$ cat src/rtl/core/kce_pkg.sv
// Shared types, widths, register indexes and reset values of the Kirsch
// compass edge filter. No dependencies; every other file imports it.
package kce_pkg;

	localparam int PIX_W = 8;
	localparam int LW_W = 11;
	localparam int FH_W = 16;
	localparam int BIAS_W = 13;
	localparam int CFG_IDX_W = 2;
	localparam int CFG_DATA_W = 16;
	localparam int SUM_W = 10;
	localparam int TOT_W = 11;
	localparam int RESP_W = 16;

	localparam int MAX_WIDTH_DEF = 1024;

	localparam logic [CFG_IDX_W-1:0] REG_LINE_WIDTH = 2'd0;
	localparam logic [CFG_IDX_W-1:0] REG_FRAME_HEIGHT = 2'd1;
	localparam logic [CFG_IDX_W-1:0] REG_BIAS = 2'd2;

	localparam logic [LW_W-1:0] LINE_WIDTH_RST = 11'd640;
	localparam logic [FH_W-1:0] FRAME_HEIGHT_RST = 16'd480;
	localparam logic [BIAS_W-1:0] BIAS_RST = 13'd0;

	typedef logic [PIX_W-1:0] pix_t;
	typedef logic [7:0][PIX_W-1:0] ring_t;
	typedef logic [SUM_W-1:0] sum_t;
	typedef logic [TOT_W-1:0] tot_t;

	typedef struct packed {
		logic rd_en;
		logic wr_en;
	} lb_ctrl_t;

	typedef struct packed {
		logic valid;
		logic last;
	} kir_ctl_t;

	function automatic sum_t max_sum(sum_t a, sum_t b);
		return (a > b) ? a : b;
	endfunction

endpackage

$ cat src/rtl/core/kce_if.sv


interface kce_edge_if import kce_pkg::*; ();
	logic valid;
	logic ready;
	pix_t edge_value;
	logic frame_end;

	modport source(output valid, output edge_value, output frame_end, input ready);
	modport sink(input valid, input edge_value, input frame_end, output ready);
endinterface

$ cat src/rtl/core/kce_kirsch.sv
// Three-stage compass arithmetic: ring sums, maximum, then scale, bias and
// clamp into the output register. Uses kce_pkg and kce_edge_if.
module kce_kirsch import kce_pkg::*; (
	input  logic              clk,
	input  logic              arst_n,
	input  logic [BIAS_W-1:0] bias,
	input  kir_ctl_t          ctl,
	input  ring_t             ring,
	output logic              ready,
	kce_edge_if.source        edges
);

	logic valid_s2;
	logic last_s2;
	sum_t [7:0] t_s2;
	tot_t total_s2;

	logic valid_s3;
	logic last_s3;
	sum_t best_s3;
	tot_t total_s3;

	logic out_valid_q;
	pix_t out_value_q;
	logic out_last_q;

	logic adv_s2;
	logic adv_s3;
	logic load_out;
	logic fire_in;

	sum_t [7:0] t_c;
	tot_t total_c;
	sum_t m01, m23, m45, m67, m03, m47, best_c;
	logic signed [RESP_W-1:0] resp;
	pix_t clamp_c;

	assign load_out = !out_valid_q || edges.ready;
	assign adv_s3 = valid_s3 && load_out;
	assign adv_s2 = valid_s2 && (!valid_s3 || adv_s3);
	assign ready = !valid_s2 || adv_s2;
	assign fire_in = ctl.valid && ready;

	always_comb begin
		for (int k = 0; k < 8; k++) begin
			t_c[k] = SUM_W'(ring[k]) + SUM_W'(ring[3'(k + 1)]) + SUM_W'(ring[3'(k + 2)]);
		end
		total_c = ((TOT_W'(ring[0]) + TOT_W'(ring[1])) + (TOT_W'(ring[2]) + TOT_W'(ring[3])))
			+ ((TOT_W'(ring[4]) + TOT_W'(ring[5])) + (TOT_W'(ring[6]) + TOT_W'(ring[7])));
	end

	always_comb begin
		m01 = max_sum(t_s2[0], t_s2[1]);
		m23 = max_sum(t_s2[2], t_s2[3]);
		m45 = max_sum(t_s2[4], t_s2[5]);
		m67 = max_sum(t_s2[6], t_s2[7]);
		m03 = max_sum(m01, m23);
		m47 = max_sum(m45, m67);
		best_c = max_sum(m03, m47);
	end

	// Five times the best triple less three times the rest is 8*best - 3*total.
	always_comb begin
		resp = $signed({3'b000, best_s3, 3'b000})
			- $signed({4'b0000, total_s3, 1'b0})
			- $signed({5'b00000, total_s3})
			+ $signed({{(RESP_W - BIAS_W){bias[BIAS_W-1]}}, bias});
		if (resp < 0) begin
			clamp_c = '0;
		end else if (resp > $signed(RESP_W'(255))) begin
			clamp_c = '1;
		end else begin
			clamp_c = resp[PIX_W-1:0];
		end
	end

	always_ff @(posedge clk or negedge arst_n) begin
		if (!arst_n) begin
			valid_s2 <= 1'b0;
			valid_s3 <= 1'b0;
			out_valid_q <= 1'b0;
		end else begin
			if (fire_in) begin
				valid_s2 <= 1'b1;
			end else if (adv_s2) begin
				valid_s2 <= 1'b0;
			end
			if (adv_s2) begin
				valid_s3 <= 1'b1;
			end else if (adv_s3) begin
				valid_s3 <= 1'b0;
			end
			if (load_out) begin
				out_valid_q <= valid_s3;
			end
		end
	end

	always_ff @(posedge clk) begin
		if (fire_in) begin
			t_s2 <= t_c;
			total_s2 <= total_c;
			last_s2 <= ctl.last;
		end
		if (adv_s2) begin
			best_s3 <= best_c;
			total_s3 <= total_s2;
			last_s3 <= last_s2;
		end
		if (adv_s3) begin
			out_value_q <= clamp_c;
			out_last_q <= last_s3;
		end
	end

	assign edges.valid = out_valid_q;
	assign edges.edge_value = out_value_q;
	assign edges.frame_end = out_last_q;

endmodule
$ cat src/flat_wrapper.sv
// flat-port wrapper written by rule: the top's interface ports become plain ports
module kce_kirsch_flat import kce_pkg::*;
  (clk, arst_n, bias, ctl, ring, ready, edges_valid, edges_edge_value, edges_frame_end, edges_ready);
  kce_edge_if edges_i ();
  input  logic clk;
  input  logic arst_n;
  input  logic [BIAS_W-1:0] bias;
  input  kir_ctl_t ctl;
  input  ring_t ring;
  output logic ready;
  output wire logic [$bits(edges_i.valid)-1:0] edges_valid;
  output wire logic [$bits(edges_i.edge_value)-1:0] edges_edge_value;
  output wire logic [$bits(edges_i.frame_end)-1:0] edges_frame_end;
  input wire logic [$bits(edges_i.ready)-1:0] edges_ready;
  assign edges_valid = edges_i.valid;
  assign edges_edge_value = edges_i.edge_value;
  assign edges_frame_end = edges_i.frame_end;
  assign edges_i.ready = edges_ready;
  kce_kirsch u_core (.clk(clk), .arst_n(arst_n), .bias(bias), .ctl(ctl), .ring(ring), .ready(ready), .edges(edges_i));
endmodule
$ cat config.mk
export PLATFORM = sky130hd
export DESIGN_NAME = kce_kirsch_flat
export DESIGN_NICKNAME = d
export VERILOG_FILES = /design/src/rtl/core/kce_pkg.sv /design/src/rtl/core/kce_if.sv /design/src/rtl/core/kce_kirsch.sv /design/src/flat_wrapper.sv
export SDC_FILE = /design/constraint.sdc
export NUM_CORES = 1
export LEC_CHECK = 0
export BUFFER_PORTS_ARGS = -buffer_cell sky130_fd_sc_hd__buf_2
export CAP_MARGIN = 10
export CELL_PAD_IN_SITES_DETAIL_PLACEMENT = 1
export CELL_PAD_IN_SITES_GLOBAL_PLACEMENT = 1
export CORE_MARGIN = 2
export CORE_UTILIZATION = 49
export DETAILED_ROUTE_END_ITERATION = 7
export PLACE_DENSITY = 0.95
export SYNTH_ARGS = -nofsm -noshare
export SYNTH_HDL_FRONTEND = slang
export SYNTH_SLANG_ARGS = --single-unit
$ cat constraint.sdc
create_clock -name clk -period 9.3 [get_ports clk]
set_input_delay 0 -clock clk [delete_from_list [all_inputs] [get_ports clk]]
set_output_delay 0 -clock clk [all_outputs]
set_load 0.05 [all_outputs]
==> impl_metrics.tcl <==
set metrics [dict create \
    outcome "complete, no violations" \
    finalSetupTns_ps 0 \
    stdcell_count 789 \
    crit_arrival_ps 5100 \
    clock_sinks 56 \
    htree_num_levels 2 \
    intPower_uw 1210 \
    fin_crit_ps 5080 \
    fill_cells 1301 \
    via_per_inst 5.55 \
    synth_nets 745 \
    final_nets 847 \
    critPathMaxFanout 8 \
    io-pin-count 93 \
    combPwrFrac 0.724 \
    avgSynthCellArea_um2 10.3 \
    core_um2 11300 \
    fin_skew_ps 6.45 \
    num_antenna_cells 0 \
    synthCells 543 \
    max_stage_delay_ps 660 \
    grt_usage 0.236 \
    area_delta_synth_final_pct 14.6 \
    synth_seq_cells 56 \
    setup_viol 0 \
    final_max_slew_viol_count 0 \
    antenna_found_initial 0 \
    cts-resized-gates 0 \
    die_h_um 111 \
    grt_setup_unrepaired "false" \
    dr.pass1.iters 4 \
    mostFrequentLayoutCells "buf_2, ha_1, inv_1, a21oi_1, edfxtp_1" \
    rows 39 \
    routedWlPerCell_um 17.7 \
    cp_slowest_cell "o41ai_1" \
    grt_pass1_vias 4956 \
    tightestPinTransition_ps 962 \
    clk_pin_slew_ps 70 \
    syn_area_um2 5600 \
    postSynth.asyncResetShare 0.0536 \
    die_area_um2 12300 \
    final_common_cell "buf_2" \
    hpwl_um 11500 \
    max_freq_mhz 197 \
    numCtsBuffers 5 \
    cap_violations 0 \
    drive_gt1_frac 0.170 \
    power_frac_seq 0.194 \
    relSlewSlack 0.358 \
    critPathLaunchType "flop" \
    grt_max_degree 23 \
    synth_edf_count 53 \
    worstSetupEndpointType "flop" \
    grt_pass1_wl_um 23600 \
    numPortBuffers 92 \
    dieWidth_um 111 \
    clk_latency_ps 300 \
    finalHoldViolations 0 \
    pwr-share-clk 0.082 \
    ys.flop_type "edfxtp_1" \
    hold_class "in2reg" \
    worstSetupPathType "reg2reg" \
    wl_um 13900 \
    dpl.cell_count 778 \
    ir_drop_v 0.000259 \
    cts_tree "done" \
    p_leak_uw 0.00303 \
    ant_nets 0 \
    clockBufferDepth 2 \
    vias 4377 \
    drc 0 \
    switchingPower_uw 1120 \
    start_util 0.497 \
    power.density_nw_per_um2 363 \
    post-cts-setup-buffers 0 \
    netSwitchingFraction 0.481 \
    crit_path_cell_trace "inv_1 -> ha_1 -> nor3b_1 -> o21a_1 -> o21ai_1 -> a21oi_1 -> o41ai_1 -> xnor2_1 -> fa_1 -> inv_1 -> ha_1 -> and2b_1 -> o2bb2ai_1 -> a311o_1 -> a311oi_2 -> o221ai_2 -> nor4b_4 -> a21oi_1" \
    drtIter0Drc 219 \
    finalCritPeriodShare 0.546 \
    cts-hold-fix-buffers 3 \
    ys_seq_area_frac 0.298 \
    required_ps 9320 \
    globalplace.congestion 0.907 \
    synth.distinct_cells 52 \
    yosysWarnings 0 \
    cts_root_buf "clkbuf_16" \
    grt.overflow.total 0 \
]
==> Yosys cell counts (5+ instances only) <==
library cell  instances  share of area
nand2_1              18          0.012
o21a_1                5         0.0067
o21ai_1               6         0.0054
a21oi_1              62          0.055
nand3_1               6         0.0054
nor3_1                5         0.0045
ha_1                 85           0.19
o21bai_1             14          0.019
nand2b_1              8         0.0089
xnor2_1              37          0.058
nor2_1               17          0.011
nor2b_1               8         0.0089
a211oi_1              5         0.0067
a21o_1               16          0.021
o21ai_0              24          0.021
edfxtp_1             53           0.28
xor2_1               18          0.028
inv_1                80          0.054
fa_1                 35           0.13
==> path summary, 6_finish.rpt <==
check	from	end	depth (start not counted)	slack (ps)
worst max-delay path	u_core.total_s3[2]$_DFFE_PP_	u_core.edges.edge_value[7]$_SDFFCE_PP0P_	18	4220
worst min-delay path	edges_ready	u_core.edges.valid$_DFFE_PN0P_	3	20
worst max register to register	u_core.total_s3[2]$_DFFE_PP_	u_core.edges.edge_value[7]$_SDFFCE_PP0P_	18	4220
worst min register to register	u_core.total_s2[7]$_DFFE_PP_	u_core.total_s3[7]$_DFFE_PP_	0	420
max in group asynchronous	arst_n	u_core.edges.valid$_DFFE_PN0P_	2	9150
min in group asynchronous	arst_n	u_core.valid_s2$_DFFE_PN0P_	2	40
==> per-layer routing <==
metal	global-route usage	vias up	routed length [um]
met5	0	-	0
met4	0.0633	0	299
met3	0.0344	25	475
met2	0.475	112	7770
met1	0.253	2129	5380
li1	-	2111	-
==> layout make-up <==
cell class | count | area, um^2 | share of cell area
clock buffers | 5 | 125 | 0.0195
clock inverters | 3 | 22.5 | 0.00351
inverters | 81 | 304 | 0.0474
multi-input cells | 406 | 3630 | 0.566
flip-flops and latches | 56 | 1670 | 0.260
well taps | 143 | 179 | 0.0279
repair buffers | 95 | 490 | 0.0764
==> worst max-delay path, delay by kind of cell, from the launching register on <==
kind / cells / cell delay, ps
DFF: 1 / 380
AOI/OAI and AO/OA: 9 / 2130
and+or+nand+nor: 3 / 840
buffers and inverters: 2 / 160
adders and majority gates: 3 / 1110
xor gates and xnor gates: 1 / 180
==> logic make-up after synthesis <==
| group | after synthesis | synth area share |
|---|---|---|
| buffers and inverters | 81 | 0.0543 |
| AOI/OAI and AO/OA | 153 | 0.171 |
| and+or+nand+nor | 77 | 0.0742 |
| DFF | 56 | 0.298 |
| muxes | 1 | 0.00179 |
| adders and majority gates | 120 | 0.315 |
| xor gates and xnor gates | 55 | 0.0860 |
==> power by group through the flow <==
stage	clock (uW)	combinational, uW	sequential (uW)
finish	191	1690	451
global route	202	1870	460
CTS	193	1680	452
detailed placement	0	1630	457
global placement	0	1510	447
floorplan	0	1200	514
==> state kept, by name (all words and copies together), names as in the netlist <==
register and flops:
u_core.t_s2 10, u_core.best_s3 10, u_core.edges.frame_end 1, u_core.edges.valid 1, u_core.edges.edge_value 8, u_core.last_s3 1
u_core.valid_s2 1, u_core.last_s2 1, u_core.total_s3 11, u_core.total_s2 11, u_core.valid_s3 1
==> metrics by stage <==
stage	instance area, um^2	worst slack (ps)	total power [uW]	hold slack (ps)	util
4_1_cts	6420	4220	2330	14.6	0.569
3_5_place_dp	6240	4280	2090	-201	0.554
6_report	6420	4220	2330	18.8	0.569
5_1_grt	6420	3790	2530	37.3	0.569
2_1_floorplan	5600	4940	1710	-296	-
3_3_place_gp	6240	4600	1960	-205	0.554
Power figures use the tool's default switching activity.
